**config.mk**
```make
export PLATFORM = sky130hd
export DESIGN_NAME = frame_source_filter_arp_rewrite
export DESIGN_NICKNAME = d
export VERILOG_FILES = /design/src/design/fsfa_pkg.sv /design/src/design/fsfa_parse.sv /design/src/design/fsfa_out_reg.sv /design/src/design/frame_source_filter_arp_rewrite.sv
export SDC_FILE = /design/constraint.sdc
export NUM_CORES = 1
export LEC_CHECK = 0
export BUFFER_PORTS_ARGS = -buffer_cell sky130_fd_sc_hd__buf_2
export CAP_MARGIN = 15
export CORE_AREA = 8 8 159 161
export CTS_BUF_LIST = sky130_fd_sc_hd__clkbuf_4
export DETAILED_ROUTE_END_ITERATION = 8
export DIE_AREA = 0 0 167 169
export HOLD_SLACK_MARGIN = 0.06
export PLACE_DENSITY = 0.7
export SYNTH_ARGS = -nofsm -noshare
export SYNTH_HDL_FRONTEND = slang
export SYNTH_SLANG_ARGS = --single-unit
```
**constraint.sdc**
```tcl
create_clock -name clk_i -period 6.4 [get_ports clk_i]
set_input_delay 0.32 -clock clk_i [delete_from_list [all_inputs] [get_ports clk_i]]
set_output_delay 0.32 -clock clk_i [all_outputs]
set_load 0.01 [all_outputs]
```
**src/design/fsfa_pkg.sv**
```systemverilog
// shared types, constants and helpers for the frame source filter with arp rewrite
// used by fsfa_parse, fsfa_out_reg and frame_source_filter_arp_rewrite
// no dependencies
package fsfa_pkg;

  localparam int unsigned MAC_W   = 48;
  localparam int unsigned BYTE_W  = 8;
  localparam int unsigned POS_W   = 5;
  localparam int unsigned CFG_IDX_W = 1;

  // configuration register indexes
  localparam logic [CFG_IDX_W-1:0] CFG_ALLOWED_SRC_MAC = 1'd0;
  localparam logic [CFG_IDX_W-1:0] CFG_ARP_SENDER_MAC  = 1'd1;

  // frame positions
  localparam logic [POS_W-1:0] POS_SRC_FIRST  = 5'd6;
  localparam logic [POS_W-1:0] POS_ETYPE_HI   = 5'd12;
  localparam logic [POS_W-1:0] POS_ETYPE_LO   = 5'd13;
  localparam logic [POS_W-1:0] HEADER_LEN     = 5'd14;
  localparam logic [POS_W-1:0] POS_OPCODE_HI  = 5'd20;
  localparam logic [POS_W-1:0] POS_OPCODE_LO  = 5'd21;
  localparam logic [POS_W-1:0] POS_SENDER     = 5'd22;
  localparam logic [POS_W-1:0] POS_SENDER_END = 5'd28;
  localparam logic [POS_W-1:0] POS_MAX        = 5'd31;

  localparam logic [15:0] ETHERTYPE_ARP = 16'h0806;
  localparam logic [BYTE_W-1:0] ARP_OP_REQUEST = 8'd1;
  localparam logic [BYTE_W-1:0] ARP_OP_REPLY   = 8'd2;

  // one result item
  typedef struct packed {
    logic [BYTE_W-1:0] payload_byte;
    logic              payload_end;
    logic [MAC_W-1:0]  next_hop_mac;
  } res_t;

  // frame tracking status seen by the top level
  typedef struct packed {
    logic [POS_W-1:0] pos;
    logic             src_ok;
  } stat_t;

  // byte k of an address, byte 0 is the most significant
  function automatic logic [BYTE_W-1:0] mac_byte(input logic [MAC_W-1:0] mac,
                                                 input logic [2:0] k);
    logic [BYTE_W-1:0] b;
    case (k)
      3'd0:    b = mac[47:40];
      3'd1:    b = mac[39:32];
      3'd2:    b = mac[31:24];
      3'd3:    b = mac[23:16];
      3'd4:    b = mac[15:8];
      3'd5:    b = mac[7:0];
      default: b = '0;
    endcase
    return b;
  endfunction

endpackage

```
**src/design/fsfa_parse.sv**
```systemverilog
// input register, frame position tracking, source check and arp rewrite
// depends on fsfa_pkg
module fsfa_parse (
  input  logic                          clk_i,
  input  logic                          rst_ni,
  input  logic                          in_valid_i,
  output logic                          in_ready_o,
  input  logic [fsfa_pkg::BYTE_W-1:0]   frame_byte_i,
  input  logic                          frame_end_i,
  input  logic                          space_i,
  input  logic [fsfa_pkg::MAC_W-1:0]    allowed_src_mac_i,
  input  logic [fsfa_pkg::MAC_W-1:0]    arp_sender_mac_i,
  output logic                          res_valid_o,
  output fsfa_pkg::res_t                res_o,
  output fsfa_pkg::stat_t               stat_o
);
  import fsfa_pkg::*;

  logic              vld_q;
  logic [BYTE_W-1:0] byte_q;
  logic              end_q;
  logic              fire;

  logic [POS_W-1:0]  pos_q, pos_d;
  logic              src_ok_q, src_ok_d;
  logic              arp_q, arp_d;
  logic [MAC_W-1:0]  dst_q, dst_d;

  logic [POS_W-1:0]  src_off;
  logic [POS_W-1:0]  snd_off;
  logic              in_sender;

  // input register stage
  assign fire       = vld_q && space_i;
  assign in_ready_o = !vld_q || space_i;

  always_ff @(posedge clk_i or negedge rst_ni) begin
    if (!rst_ni) begin
      vld_q <= 1'b0;
    end else if (in_ready_o) begin
      vld_q <= in_valid_i;
    end
  end

  always_ff @(posedge clk_i) begin
    if (in_ready_o && in_valid_i) begin
      byte_q <= frame_byte_i;
      end_q  <= frame_end_i;
    end
  end

  assign src_off   = pos_q - POS_SRC_FIRST;
  assign snd_off   = pos_q - POS_SENDER;
  assign in_sender = (pos_q >= POS_SENDER) && (pos_q < POS_SENDER_END);

  // header checks, destination address capture and position update
  always_comb begin
    pos_d    = pos_q;
    src_ok_d = src_ok_q;
    arp_d    = arp_q;
    dst_d    = dst_q;
    if (pos_q < POS_SRC_FIRST) begin
      dst_d = {dst_q[MAC_W-BYTE_W-1:0], byte_q};
    end else if (pos_q < POS_ETYPE_HI) begin
      if (byte_q != mac_byte(allowed_src_mac_i, src_off[2:0])) begin
        src_ok_d = 1'b0;
      end
    end else if (pos_q == POS_ETYPE_HI) begin
      if (byte_q != ETHERTYPE_ARP[15:8]) begin
        arp_d = 1'b0;
      end
    end else if (pos_q == POS_ETYPE_LO) begin
      if (byte_q != ETHERTYPE_ARP[7:0]) begin
        arp_d = 1'b0;
      end
    end else if (pos_q == POS_OPCODE_HI) begin
      if (byte_q != '0) begin
        arp_d = 1'b0;
      end
    end else if (pos_q == POS_OPCODE_LO) begin
      if (byte_q != ARP_OP_REQUEST && byte_q != ARP_OP_REPLY) begin
        arp_d = 1'b0;
      end
    end
    if (end_q) begin
      pos_d    = '0;
      src_ok_d = 1'b1;
      arp_d    = 1'b1;
    end else if (pos_q < POS_MAX) begin
      pos_d = pos_q + 5'd1;
    end
  end

  always_ff @(posedge clk_i or negedge rst_ni) begin
    if (!rst_ni) begin
      pos_q    <= '0;
      src_ok_q <= 1'b1;
      arp_q    <= 1'b1;
      dst_q    <= '0;
    end else if (fire) begin
      pos_q    <= pos_d;
      src_ok_q <= src_ok_d;
      arp_q    <= arp_d;
      dst_q    <= dst_d;
    end
  end

  // result for a payload byte of an accepted frame
  assign res_valid_o = vld_q && (pos_q >= HEADER_LEN) && src_ok_q;

  always_comb begin
    res_o.payload_byte = byte_q;
    if (arp_q && in_sender) begin
      res_o.payload_byte = mac_byte(arp_sender_mac_i, snd_off[2:0]);
    end
    res_o.payload_end  = end_q;
    res_o.next_hop_mac = dst_q;
  end

  assign stat_o.pos    = pos_q;
  assign stat_o.src_ok = src_ok_q;

endmodule

```
**src/design/fsfa_out_reg.sv**
```systemverilog
// result register that holds an item until the output side takes it
// depends on fsfa_pkg
module fsfa_out_reg (
  input  logic                clk_i,
  input  logic                rst_ni,
  input  logic                res_valid_i,
  input  fsfa_pkg::res_t      res_i,
  output logic                space_o,
  output logic                out_valid_o,
  input  logic                out_ready_i,
  output fsfa_pkg::res_t      out_o
);
  import fsfa_pkg::*;

  logic vld_q;
  res_t res_q;

  // free when empty or being drained this cycle
  assign space_o = !vld_q || out_ready_i;

  always_ff @(posedge clk_i or negedge rst_ni) begin
    if (!rst_ni) begin
      vld_q <= 1'b0;
    end else if (space_o) begin
      vld_q <= res_valid_i;
    end
  end

  always_ff @(posedge clk_i) begin
    if (space_o && res_valid_i) begin
      res_q <= res_i;
    end
  end

  assign out_valid_o = vld_q;
  assign out_o       = res_q;

endmodule

```
**src/design/frame_source_filter_arp_rewrite.sv**
```systemverilog
// frame source filter with arp sender rewrite, top level
// a payload item is registered in the input register and then in the result register before it is valid on the output
// throughput: one byte per cycle while the output takes items, set by the single input register and result register
// stalls on the output only hold the pipeline, the input keeps flowing while the result is free
// reset: asynchronous active low, clears frame tracking, address registers and valid flags
// depends on fsfa_pkg, fsfa_parse, fsfa_out_reg
module frame_source_filter_arp_rewrite (
  input  logic                              clk_i,
  input  logic                              rst_ni,
  input  logic                              cfg_valid_i,
  output logic                              cfg_ready_o,
  input  logic [fsfa_pkg::CFG_IDX_W-1:0]    cfg_index_i,
  input  logic [fsfa_pkg::MAC_W-1:0]        cfg_data_i,
  input  logic                              in_valid_i,
  output logic                              in_ready_o,
  input  logic [fsfa_pkg::BYTE_W-1:0]       frame_byte_i,
  input  logic                              frame_end_i,
  output logic                              out_valid_o,
  input  logic                              out_ready_i,
  output logic [fsfa_pkg::BYTE_W-1:0]       payload_byte_o,
  output logic                              payload_end_o,
  output logic [fsfa_pkg::MAC_W-1:0]        next_hop_mac_o
);
  import fsfa_pkg::*;

  logic [MAC_W-1:0] allowed_src_mac_q;
  logic [MAC_W-1:0] arp_sender_mac_q;
  logic             space;
  logic             res_valid;
  res_t             res;
  res_t             out;
  stat_t            stat;

  // configuration registers
  assign cfg_ready_o = 1'b1;

  always_ff @(posedge clk_i or negedge rst_ni) begin
    if (!rst_ni) begin
      allowed_src_mac_q <= '0;
      arp_sender_mac_q  <= '0;
    end else if (cfg_valid_i) begin
      case (cfg_index_i)
        CFG_ALLOWED_SRC_MAC: allowed_src_mac_q <= cfg_data_i;
        CFG_ARP_SENDER_MAC:  arp_sender_mac_q  <= cfg_data_i;
        default: ;
      endcase
    end
  end

  // header tracking and payload selection
  fsfa_parse u_parse (
    .clk_i             (clk_i),
    .rst_ni            (rst_ni),
    .in_valid_i        (in_valid_i),
    .in_ready_o        (in_ready_o),
    .frame_byte_i      (frame_byte_i),
    .frame_end_i       (frame_end_i),
    .space_i           (space),
    .allowed_src_mac_i (allowed_src_mac_q),
    .arp_sender_mac_i  (arp_sender_mac_q),
    .res_valid_o       (res_valid),
    .res_o             (res),
    .stat_o            (stat)
  );

  // result register
  fsfa_out_reg u_out_reg (
    .clk_i       (clk_i),
    .rst_ni      (rst_ni),
    .res_valid_i (res_valid),
    .res_i       (res),
    .space_o     (space),
    .out_valid_o (out_valid_o),
    .out_ready_i (out_ready_i),
    .out_o       (out)
  );

  assign payload_byte_o = out.payload_byte;
  assign payload_end_o  = out.payload_end;
  assign next_hop_mac_o = out.next_hop_mac;

  // an empty result register never blocks the input
  a_no_block: assert property (@(posedge clk_i) disable iff (!rst_ni)
    !out_valid_o |-> in_ready_o)
    else $error("input stalled with empty result register");

  // header bytes never produce a result item
  a_no_header: assert property (@(posedge clk_i) disable iff (!rst_ni)
    res_valid |-> stat.pos >= HEADER_LEN)
    else $error("result item for a header byte");

  // a frame with a wrong source never produces a result item
  a_src_drop: assert property (@(posedge clk_i) disable iff (!rst_ni)
    res_valid |-> stat.src_ok)
    else $error("result item for a dropped frame");

endmodule
```
==> qor.tcl, run 1 <==
set qor(status) {completed}
set qor(cap_viol_max_count) 0
set qor(place_congestion) 0.783
set qor(clk_pin_slew_worst_paths_ns) 0.07
set qor(sequential_area_mm2) 0.00581
set qor(finalSetupViolCount) 0
set qor(power_density_mw_per_mm2) 316
set qor(placed_insts) 949
set qor(layout_worst_path_cycle_share) 0.417
set qor(synthTopCellsByCount) {dfrtp_1, mux2_2, edfxtp_1, nand2_1, mux2_4}
set qor(fin_cells) 1103
set qor(io-pin-count) 123
set qor(synth-edff-count) 66
set qor(post_synthesis_instance_area_mm2) 0.00889
set qor(viasPerCell) 5.13
set qor(dpl_worst_slack_ns) 3.78
set qor(switchingPower_mw) 0.892
set qor(combinationalPowerShare) 0.153
set qor(hold_depth) 3
set qor(grtUsageMet1) 0.182
set qor(async_set_or_reset_register_ratio_after_synthesis) 0.699
set qor(yosys_most_used_dff) {dfrtp_1}
set qor(start_util) 0.388
set qor(die-height_um) 169
set qor(number_of_global_route_vias_before_repair) 6126
set qor(slew-limit-headroom) 0.307
set qor(critPathMaxFanout) 34
set qor(timing.final.crit_period_ns) 2.67
set qor(global_route_wire_length_before_repair_um) 33100
set qor(ys_warn_count) 0
set qor(tritoncts) {built}
set qor(h-tree-depth) 2
set qor(total_iterations_of_the_first_detailed_routing_run) 5
set qor(numCtsBuffers) 53
set qor(ir_worst_vdd_v) 0.000162
set qor(ys_seq_elements) 219
set qor(power_frac_seq) 0.519
set qor(avgSynthCellArea_um2) 15.6
set qor(finalSetupTns_ns) 0
set qor(fraction_of_layout_instances_using_a_drive_strength_above_1) 0.446
set qor(post-synth-top-area-cell) {dfrtp_1}
set qor(grt_remaining_overflow) 0
set qor(reg2reg_setup_slack_ns) 3.73
set qor(share_of_yosys_cell_area_claimed_by_the_top_area_cell_type) 0.425
set qor(design.die.area_mm2) 0.0282
set qor(grt_max_degree) 89
set qor(worstSkewPairLatency_ns) 0.64
set qor(grt_util_met2) 0.240
set qor(hold_ws_ns) 0.153
set qor(power.leakage_nw) 4.60
set qor(tightest_slew_ns) 1.04
set qor(synth.distinct_cells) 55
set qor(swShare) 0.256
set qor(core_area_mm2) 0.0229
set qor(synthesis.instances) 570
set qor(routed_wl_um) 20300
set qor(highest_clock_frequency_the_design_can_meet_mhz) 375
set qor(synth.yosys.seq_area_share) 0.654
set qor(chipWidth_um) 167
set qor(cts_root_buffer) {clkbuf_4}
set qor(io_buffer_count) 121
set qor(setup_repair_after_global_routing_missed_its_margin) {no}
set qor(hp-class) {in -> reg}
set qor(final-hold-violation-count) 0
set qor(gr-usage-all-layers) 0.145
set qor(critical_path.endpoint_type) {flip-flop}
set qor(n_antenna_cell) 0
set qor(post_cts_buffers) 0
set qor(power.internal_mw) 2.59
set qor(arrival_ns) 3.22
set qor(max-clock-path-buffers) 3
set qor(detail_route.iter0.violations) 380
set qor(numClockSinks) 219
set qor(avgRoutedWirePerCell_um) 18.4
set qor(cp_data_required_time_ns) 6.95
set qor(final_critical_path_setup_slack_ns) 3.73
set qor(design_power_total_mw) 3.49
set qor(finish.net_count) 843
set qor(fin_skew_ns) 0.0332
set qor(timing_worst_setup_path_type) {reg -> reg}
set qor(multi_input_comb_area_mm2) 0.00289
set qor(synth_top_area_cells) {dfrtp_1, edfxtp_1, mux2_2}
set qor(final_max_slew_viol_count) 0
set qor(grt_util_met3) 0.0433
set qor(grt_busiest_layer) {met2}
set qor(clockPowerShare) 0.328
set qor(layout.filler_cells) 1989
set qor(reg2reg_depth) 7
set qor(dr_total_vias) 5663
set qor(route.antenna.remaining_nets) 0
set qor(synth.net_count) 639
set qor(initial_antenna_violation_count) 0
set qor(floorplan.rows) 56
set qor(yosysMostFrequentCell) {dfrtp_1}
set qor(flow.area_growth_from_synthesis_pct) 24.0
set qor(category_of_the_worst_setup_path_launch_point) {flip-flop}
set qor(detail_route.drc_violations) 0
set qor(place_hpwl_um) 13300
final timing paths:
path                                    from                     to
setup reg to reg            u_parse.pos_q[1]       u_parse.src_ok_q
max in group asynchronous             rst_ni  allowed_src_mac_q[12]
hold / removal                   out_ready_i  u_out_reg.out_valid_o
hold reg to reg            u_parse.dst_q[46]    u_out_reg.out_o[46]
setup / recovery            u_parse.pos_q[1]       u_parse.src_ok_q
min in group asynchronous             rst_ni      u_parse.dst_q[39]
through the flow:
stage | instance area, um2 | utilization
CTS | 11000 | 0.481
global placement | 9740 | 0.425
floorplan | 8890 | -
detailed placement | 9740 | 0.425
finish | 11000 | 0.481
global route | 11000 | 0.481
logic make-up after synthesis:
family                   share of synthesized area
AO/OA/AOI/OAI                               0.0761
XOR/XNOR                                   0.00591
adder cells (fa/ha/maj)                    0.00844
buffers and inverters                       0.0235
flip-flops                                   0.654
multiplexers                                 0.193
other                                     0.000422
AND/OR/NAND/NOR                             0.0391
worst max-delay path, cell delays in order (launching register included):
cell,delay (ns)
dfrtp_1,0.41
inv_1,0.10
ha_1,0.98
a21boi_0,0.32
a2111oi_0,0.14
a211oi_1,0.24
o2111ai_1,0.14
o31ai_1,0.23
final cells by class:
type	instances	area share
Clock buffer	82	0.0558
Clock inverter	12	0.00647
Inverter	5	0.00170
Multi-Input combinational cell	308	0.262
Sequential cell	219	0.527
Tap cell	290	0.0329
Timing Repair Buffer	187	0.114
power groups by stage:
stage	clock [mW]	combinational [mW]	sequential, mW
floorplan	0	0.399	1.78
global placement	0	0.492	1.83
detailed placement	0	0.504	1.84
CTS	1.18	0.536	1.81
global route	1.26	0.584	1.84
finish	1.14	0.533	1.81
metal layers:
layer | vias up | routed length, um
li1 | 2617 | -
met1 | 2811 | 8880
met2 | 209 | 9690
met3 | 26 | 1440
met4 | 0 | 294
met5 | - | 0
layout by cell type, fill, tap and decap left out, drive strengths merged, types with 3 or more instances in the layout:
| cell | n |
|---|---|
| ha | 6 |
| nand2 | 26 |
| a211oi | 4 |
| a22oi | 4 |
| nand2b | 4 |
| nor2 | 4 |
| a21boi | 4 |
| xor2 | 3 |
| clkinv | 11 |
| o21ai | 12 |
| clkbuf | 82 |
| nor3 | 6 |
| and3 | 3 |
| and2 | 3 |
| a311oi | 3 |
| inv | 5 |
| edfxtp | 66 |
| a221oi | 15 |
| a31oi | 3 |
| a21oi | 4 |
| a2111oi | 3 |
| xnor2 | 3 |
| a311o | 8 |
| a222oi | 15 |
| dlygate4sd3 | 60 |
| buf | 127 |
| nand3b | 3 |
| mux2 | 144 |
| dfrtp | 151 |
sequential cells by signal, indices dropped and copies added, names as in the netlist:
name,cells
allowed_src_mac_q,48
arp_sender_mac_q,48
u_out_reg.out_o,57
u_out_reg.out_valid_o,1
u_parse.arp_q,1
u_parse.byte_q,8
u_parse.dst_q,48
u_parse.end_q,1
u_parse.pos_q,5
u_parse.src_ok_q,1
u_parse.vld_q,1
repair_timing:
item                       in CTS  in global routing
hold buffers                   60                  0
setup endpoints to repair       0                  0
gates resized for setup         0                  0
hold endpoints to repair      192                  0
Note: power is estimated with default switching activity, not from simulation.
==> run 2, diff against run 1 <==
--- a/config.mk
+++ b/config.mk
@@ -12,7 +12,7 @@
 export DETAILED_ROUTE_END_ITERATION = 8
 export DIE_AREA = 0 0 167 169
 export HOLD_SLACK_MARGIN = 0.06
-export PLACE_DENSITY = 0.7
+export PLACE_DENSITY = 0.72
 export SYNTH_ARGS = -nofsm -noshare
 export SYNTH_HDL_FRONTEND = slang
 export SYNTH_SLANG_ARGS = --single-unit
==> constraint.sdc (replaced) <==
create_clock -name clk_i -period 2.4 [get_ports clk_i]
set_input_delay 0.12 -clock clk_i [delete_from_list [all_inputs] [get_ports clk_i]]
set_output_delay 0.12 -clock clk_i [all_outputs]
set_load 0.01 [all_outputs]
==> run 2 against run 1 <==
Effect of this change: cell count up 1.4%; sequential share of layout area shrank 1.4 points; clock skew is 0.0057 ns lower; total power rose to 2.7 times the previous value; global-route usage rose by 0.85 points; hold slack worse by 0.019 ns; flip-flop and latch count unchanged; utilization up 1.3 points; design area up 2.7%; critical path depth increased by 1; wire length grew 5.2%.
==> qor.tcl, run 2 (synthesis results as in run 1) <==
set qor(category_of_the_worst_setup_path_launch_point) {flip-flop} ;# unchanged
set qor(max_reg_flops) 57 ;# unchanged
set qor(timing.final.crit_period_ns) 2.17 ;# was 2.67 ns
set qor(h-tree-depth) 2 ;# unchanged
set qor(design.die.area_mm2) 0.0282 ;# unchanged
set qor(final_core_utilization) 0.494 ;# was 0.481
set qor(timing_worst_setup_path_type) {reg -> reg} ;# unchanged
set qor(total_iterations_of_the_first_detailed_routing_run) 8 ;# was 5
set qor(critical_path.endpoint_type) {flip-flop} ;# unchanged
set qor(chipWidth_um) 167 ;# unchanged
set qor(setup_repair_after_global_routing_missed_its_margin) {no} ;# unchanged
set qor(slew-limit-headroom) 0.597 ;# was 0.307
set qor(finalSetupViolCount) 0 ;# unchanged
set qor(io-pin-count) 123 ;# unchanged
set qor(final-hold-violation-count) 0 ;# unchanged
set qor(multi_input_comb_area_mm2) 0.00292 ;# was 0.00289 mm2
set qor(cp_data_required_time_ns) 2.95 ;# was 6.95 ns
set qor(final_max_slew_viol_count) 0 ;# unchanged
set qor(grt_remaining_overflow) 0 ;# unchanged
set qor(io_buffer_count) 121 ;# unchanged
set qor(cap_viol_max_count) 0 ;# unchanged
set qor(tightest_slew_ns) 0.603 ;# was 1.04 ns
set qor(final_common_cell) {dfrtp_1} ;# unchanged
set qor(floorplan.rows) 56 ;# unchanged
set qor(fin_skew_ns) 0.0275 ;# was 0.0332 ns
set qor(arrival_ns) 2.72 ;# was 3.22 ns
set qor(sequential_area_mm2) 0.00582 ;# was 0.00581 mm2
set qor(worstSkewPairLatency_ns) 0.65 ;# was 0.64 ns
set qor(final_critical_path_setup_slack_ns) 0.232 ;# was 3.73 ns
set qor(final_design_area_no_fill_mm2) 0.0113 ;# was 0.0110 mm2
set qor(initial_antenna_violation_count) 0 ;# unchanged
set qor(dr_total_vias) 5863 ;# was 5663
set qor(start_util) 0.388 ;# unchanged
set qor(max-clock-path-buffers) 3 ;# unchanged
set qor(clk_pin_slew_worst_paths_ns) 0.08 ;# was 0.07 ns
set qor(power.leakage_nw) 4.72 ;# was 4.60 nW
set qor(numCtsBuffers) 53 ;# unchanged
set qor(layout_worst_path_cycle_share) 0.904 ;# was 0.417
set qor(highest_clock_frequency_the_design_can_meet_mhz) 461 ;# was 375 MHz
set qor(viasPerCell) 5.24 ;# was 5.13
set qor(hp-class) {in -> reg} ;# unchanged
set qor(place_hpwl_um) 14400 ;# was 13300 um
set qor(ir_worst_vdd_v) 0.000451 ;# was 0.000162 V
set qor(fraction_of_layout_instances_using_a_drive_strength_above_1) 0.463 ;# was 0.446
set qor(layout.filler_cells) 1972 ;# was 1989
set qor(number_of_global_route_vias_before_repair) 6310 ;# was 6126
set qor(routed_wl_um) 21400 ;# was 20300 um
set qor(global_route_wire_length_before_repair_um) 34700 ;# was 33100 um
set qor(cts_root_buffer) {clkbuf_4} ;# unchanged
set qor(critPathMaxFanout) 32 ;# was 34
set qor(finish.net_count) 859 ;# was 843
set qor(numClockSinks) 219 ;# unchanged
set qor(grt_max_degree) 59 ;# was 89
set qor(die-height_um) 169 ;# unchanged
set qor(layout.cells.most_common_list) {dfrtp_1, mux2_2, buf_2} ;# unchanged
set qor(n_antenna_cell) 0 ;# unchanged
set qor(detail_route.drc_violations) 0 ;# unchanged
set qor(power_density_mw_per_mm2) 843 ;# was 316 mW/mm2
set qor(place_congestion) 0.838 ;# was 0.783
set qor(core_area_mm2) 0.0229 ;# unchanged
set qor(dpl-instance-area_mm2) 0.00995 ;# was 0.00974 mm2
set qor(status) {completed} ;# unchanged
set qor(route.antenna.remaining_nets) 0 ;# unchanged
set qor(tritoncts) {built} ;# unchanged
set qor(flow.area_growth_from_synthesis_pct) 27.3 ;# was 24.0%
set qor(dpl_worst_slack_ns) 0.206 ;# was 3.78 ns
set qor(gr-usage-all-layers) 0.154 ;# was 0.145
set qor(design_power_total_mw) 9.55 ;# was 3.49 mW
set qor(detail_route.iter0.violations) 429 ;# was 380
set qor(avgRoutedWirePerCell_um) 19.1 ;# was 18.4 um
## run 2: cell count changes in the layout (fill, tap and decap cells not counted), sizes merged
cell,previous run,this run
buf,127,140
bufinv,1,2
clkbuf,82,80
clkinv,11,10
dlygate4sd3,60,63
inv,5,6
## run 2: report_power, final
part	leakage [nW]	internal, mW	switching, mW
Clock	0.421	1.73	1.45
Sequential	2.40	4.46	0.410
Combinational	1.91	0.883	0.619
Total	4.72	7.07	2.48
## run 2: what timing repair did
action,CTS,global route
hold buffers,64,0
gates resized for setup,0,3
buffers inserted,0,1
endpoints found under the hold margin,265,0
endpoints found under the setup margin,0,1
## run 2: worst max-delay path: stages, from the launching register on
cell and delay (ns):
dfrtp_2 0.43, inv_1 0.08, ha_1 0.23, buf_12 0.17, a222oi_1 0.38, a2111oi_0 0.18
a211oi_1 0.24, o2111ai_1 0.13, o31ai_1 0.23
## run 2: final cells by class
class                      instances  share of cell area
multi-input combinational        308               0.258
clock inverter                    13             0.00917
inverter                           5             0.00166
tap                              290              0.0320
timing repair buffer             203               0.133
sequential                       219               0.514
clock buffer                      80              0.0530
## run 2: metrics by stage
| step | instances | TNS (ns) | hold slack [ns] |
|---|---|---|---|
| 6_report | 1118 | 0 | 0.134 |
| 5_1_grt | 1118 | 0 | 0.0986 |
| 4_1_cts | 1117 | 0 | 0.0659 |
| 3_5_place_dp | 960 | 0 | 0.121 |
| 3_3_place_gp | 960 | 0 | 0.121 |
| 2_1_floorplan | 570 | -6.56 | -0.176 |
## run 2: path summary, 6_finish.rpt
| kind | end | startpoint | depth (start not counted) | slack (ns) |
|---|---|---|---|---|
| worst max-delay path | u_parse.src_ok_q | u_parse.pos_q[0] | 8 | 0.23 |
| worst min-delay path | allowed_src_mac_q[38] | cfg_index_i | 4 | 0.13 |
| worst max register to register | u_parse.src_ok_q | u_parse.pos_q[0] | 8 | 0.23 |
| worst min register to register | u_out_reg.out_o[43] | u_parse.dst_q[43] | 0 | 0.45 |
| max in group asynchronous | u_parse.arp_q | rst_ni | 4 | 1.46 |
| min in group asynchronous | u_parse.src_ok_q | rst_ni | 3 | 0.59 |
## run 2: metal layers
layer | vias to the layer above | routed length, um | GRT usage
met5 | - | 0 | 0
met4 | 0 | 361 | 0.0427
met3 | 39 | 1610 | 0.0452
met2 | 238 | 10200 | 0.253
met1 | 2928 | 9190 | 0.194
li1 | 2658 | - | -
==> run 3, diff against run 2 <==
--- a/config.mk
+++ b/config.mk
@@ -7,12 +7,12 @@
 export LEC_CHECK = 0
 export BUFFER_PORTS_ARGS = -buffer_cell sky130_fd_sc_hd__buf_2
 export CAP_MARGIN = 15
-export CORE_AREA = 8 8 159 161
+export CORE_AREA = 8 8 176 145
 export CTS_BUF_LIST = sky130_fd_sc_hd__clkbuf_4
 export DETAILED_ROUTE_END_ITERATION = 8
-export DIE_AREA = 0 0 167 169
+export DIE_AREA = 0 0 184 153
 export HOLD_SLACK_MARGIN = 0.06
-export PLACE_DENSITY = 0.72
+export PLACE_DENSITY = 0.73
 export SYNTH_ARGS = -nofsm -noshare
 export SYNTH_HDL_FRONTEND = slang
 export SYNTH_SLANG_ARGS = --single-unit
==> run 3 against run 2 <==
Effect of this change: flip-flop and latch count unchanged; via count about the same; worst setup slack worse by 0.066 ns; design area down 0.13%; clock skew up 0.012 ns; wire length down 1.0%; global-route usage down 0.48 points; total power down 0.62%; critical endpoint unchanged; largest power group unchanged.
==> qor.tcl, run 3 (synthesis results as in run 1) <==
set qor(io_buffer_count) 121 ;# unchanged
set qor(top_layer) {met4} ;# unchanged
set qor(dpl-instance-area_mm2) 0.00996 ;# was 0.00995 mm2
set qor(number_of_global_route_vias_before_repair) 6069 ;# was 6310
set qor(max_reg_flops) 57 ;# unchanged
set qor(viasPerCell) 5.15 ;# was 5.24
set qor(place_hpwl_um) 14300 ;# was 14400 um
set qor(tightest_slew_ns) 0.688 ;# was 0.603 ns
set qor(design.die.area_mm2) 0.0282 ;# about the same
set qor(status) {completed} ;# unchanged
set qor(timing.final.crit_period_ns) 2.23 ;# was 2.17 ns
set qor(global_route_wire_length_before_repair_um) 33500 ;# was 34700 um
set qor(numCtsBuffers) 53 ;# unchanged
set qor(arrival_ns) 2.78 ;# was 2.72 ns
set qor(layout.cells.most_common_list) {dfrtp_1, mux2_2, buf_2} ;# unchanged
set qor(highest_clock_frequency_the_design_can_meet_mhz) 448 ;# was 461 MHz
set qor(regToRegEndpoint) {u_parse.src_ok_q} ;# unchanged
set qor(hold_depth) 2 ;# was 4
set qor(power.leakage_nw) 4.70 ;# was 4.72 nW
set qor(finalSetupTns_ns) 0 ;# unchanged
set qor(start_util) 0.391 ;# was 0.388
set qor(flow.area_growth_from_synthesis_pct) 27.2 ;# was 27.3%
set qor(layout_worst_path_cycle_share) 0.931 ;# was 0.904
set qor(dpl_worst_slack_ns) 0.106 ;# was 0.206 ns
set qor(finish.net_count) 858 ;# was 859
set qor(avgRoutedWirePerCell_um) 18.6 ;# was 19.1 um
set qor(timing_worst_setup_path_type) {reg -> reg} ;# unchanged
set qor(fraction_of_layout_instances_using_a_drive_strength_above_1) 0.466 ;# was 0.463
set qor(detail_route.iter0.violations) 447 ;# was 429
set qor(final_design_area_no_fill_mm2) 0.0113 ;# about the same
set qor(worstSkewPairLatency_ns) 0.64 ;# was 0.65 ns
set qor(detail_route.drc_violations) 0 ;# unchanged
set qor(grt_max_degree) 57 ;# was 59
set qor(category_of_the_worst_setup_path_launch_point) {flip-flop} ;# unchanged
set qor(ir_worst_vdd_v) 0.000385 ;# was 0.000451 V
set qor(floorplan.rows) 50 ;# was 56
set qor(numClockSinks) 219 ;# unchanged
set qor(io-pin-count) 123 ;# unchanged
set qor(final-hold-violation-count) 0 ;# unchanged
set qor(total_iterations_of_the_first_detailed_routing_run) 8 ;# unchanged
set qor(detailroute.wirelength.met3_um) 1760 ;# was 1610 um
set qor(final_max_slew_viol_count) 0 ;# unchanged
set qor(critPathMaxFanout) 14 ;# was 32
set qor(placed_insts) 983 ;# was 960
set qor(setup_repair_after_global_routing_missed_its_margin) {no} ;# unchanged
set qor(core_area_mm2) 0.0228 ;# was 0.0229 mm2
set qor(max-clock-path-buffers) 3 ;# unchanged
set qor(final_common_cell) {dfrtp_1} ;# unchanged
set qor(fin_skew_ns) 0.0392 ;# was 0.0275 ns
set qor(cts_root_buffer) {clkbuf_4} ;# unchanged
set qor(route.antenna.remaining_nets) 0 ;# unchanged
set qor(final_critical_path_setup_slack_ns) 0.166 ;# was 0.232 ns
set qor(routed_wl_um) 21200 ;# was 21400 um
set qor(power_density_mw_per_mm2) 839 ;# was 843 mW/mm2
set qor(holdPathEnd) {u_parse.end_q} ;# was allowed_src_mac_q[38]
set qor(slew-limit-headroom) 0.541 ;# was 0.597
set qor(cp_data_required_time_ns) 2.95 ;# about the same
set qor(tritoncts) {built} ;# unchanged
set qor(finalSetupViolCount) 0 ;# unchanged
set qor(place_congestion) 0.894 ;# was 0.838
set qor(worst_r2r_startpoint) {u_parse.pos_q[1]} ;# was u_parse.pos_q[0]
set qor(die-height_um) 153 ;# was 169 um
set qor(h-tree-depth) 2 ;# unchanged
set qor(grt_remaining_overflow) 0 ;# unchanged
set qor(critical_path.endpoint_type) {flip-flop} ;# unchanged
set qor(chipWidth_um) 184 ;# was 167 um
set qor(reg2reg_setup_slack_ns) 0.17 ;# was 0.23 ns
set qor(n_antenna_cell) 0 ;# unchanged
set qor(dr_total_vias) 5860 ;# was 5863
set qor(hold_ws_ns) 0.208 ;# was 0.134 ns
set qor(hp-class) {in -> reg} ;# unchanged
set qor(initial_antenna_violation_count) 0 ;# unchanged
set qor(met1_length_um) 9810 ;# was 9190 um
set qor(hp-start) {frame_end_i} ;# was cfg_index_i
set qor(fin_cells) 1138 ;# was 1118
set qor(gr-usage-all-layers) 0.149 ;# was 0.154
set qor(clk_pin_slew_worst_paths_ns) 0.07 ;# was 0.08 ns
set qor(met2RoutedLength_um) 9300 ;# was 10200 um
set qor(cap_viol_max_count) 0 ;# unchanged
set qor(reg2reg_depth) 8 ;# unchanged
[run 3: cell types whose count changed in the layout (fill, tap and decap cells not counted), sizes merged]
cell         previous run  this run
bufinv                  2         1
dlygate4sd3            63        62
clkbuf                 80        85
inv                     6         5
clkinvlp                0         1
clkinv                 10         5
[run 3: how the worst max path moves through the flow]
stage                      from            endpoint  slack, ns  depth (start not counted)
6_report       u_parse.pos_q[1]    u_parse.src_ok_q       0.17                          8
5_1_grt        u_parse.pos_q[1]    u_parse.src_ok_q       0.02                          8
4_1_cts        u_parse.pos_q[1]    u_parse.src_ok_q       0.13                          7
3_5_place_dp   u_parse.pos_q[1]    u_parse.src_ok_q       0.11                          7
3_3_place_gp   u_parse.pos_q[1]    u_parse.src_ok_q       0.16                          7
2_1_floorplan  u_parse.pos_q[2]  u_out_reg.out_o[0]      -0.11                          3
[run 3: repair_timing]
action,in CTS,in global routing
hold buffers,63,0
hold endpoints to repair,269,0
gates resized for setup,0,2
buffers inserted,0,0
endpoints found under the setup margin,0,1
[run 3: layout make-up]
type                            instances  area, um2
Timing Repair Buffer                  202       1470
Inverter                                5       18.8
Clock buffer                           85        638
Fill cell                            2017      11500
Clock inverter                          7       56.3
Tap cell                              312        390
Multi-Input combinational cell        308       2920
Sequential cell                       219       5810
[run 3: power by group]
group	internal, mW	total [mW]	leakage, nW	switching (mW)
Clock	1.70	3.10	0.413	1.41
Sequential	4.46	4.86	2.40	0.404
Combinational	0.881	1.52	1.89	0.643
[run 3: worst max-delay path, cell delays in order (launching register included)]
cell and delay [ns]:
dfrtp_1 0.45, inv_1 0.14, ha_1 0.26, buf_4 0.24, nand2_1 0.08, a311oi_1 0.47
xnor2_1 0.19, nand4_1 0.11, o31ai_1 0.24
[run 3: layer usage]
| layer | global-route usage | vias up |
|---|---|---|
| met4 | 0.0387 | 0 |
| met1 | 0.212 | 2930 |
| met3 | 0.0450 | 27 |
| met5 | 0 | - |
| met2 | 0.217 | 251 |
| li1 | - | 2652 |
[run 3: stage by stage]
| step | power (mW) | util |
|---|---|---|
| finish | 9.49 | 0.497 |
| global route | 9.99 | 0.497 |
| CTS | 9.57 | 0.496 |
| detailed placement | 6.35 | 0.438 |
| global placement | 6.29 | 0.438 |
| floorplan | 5.81 | - |
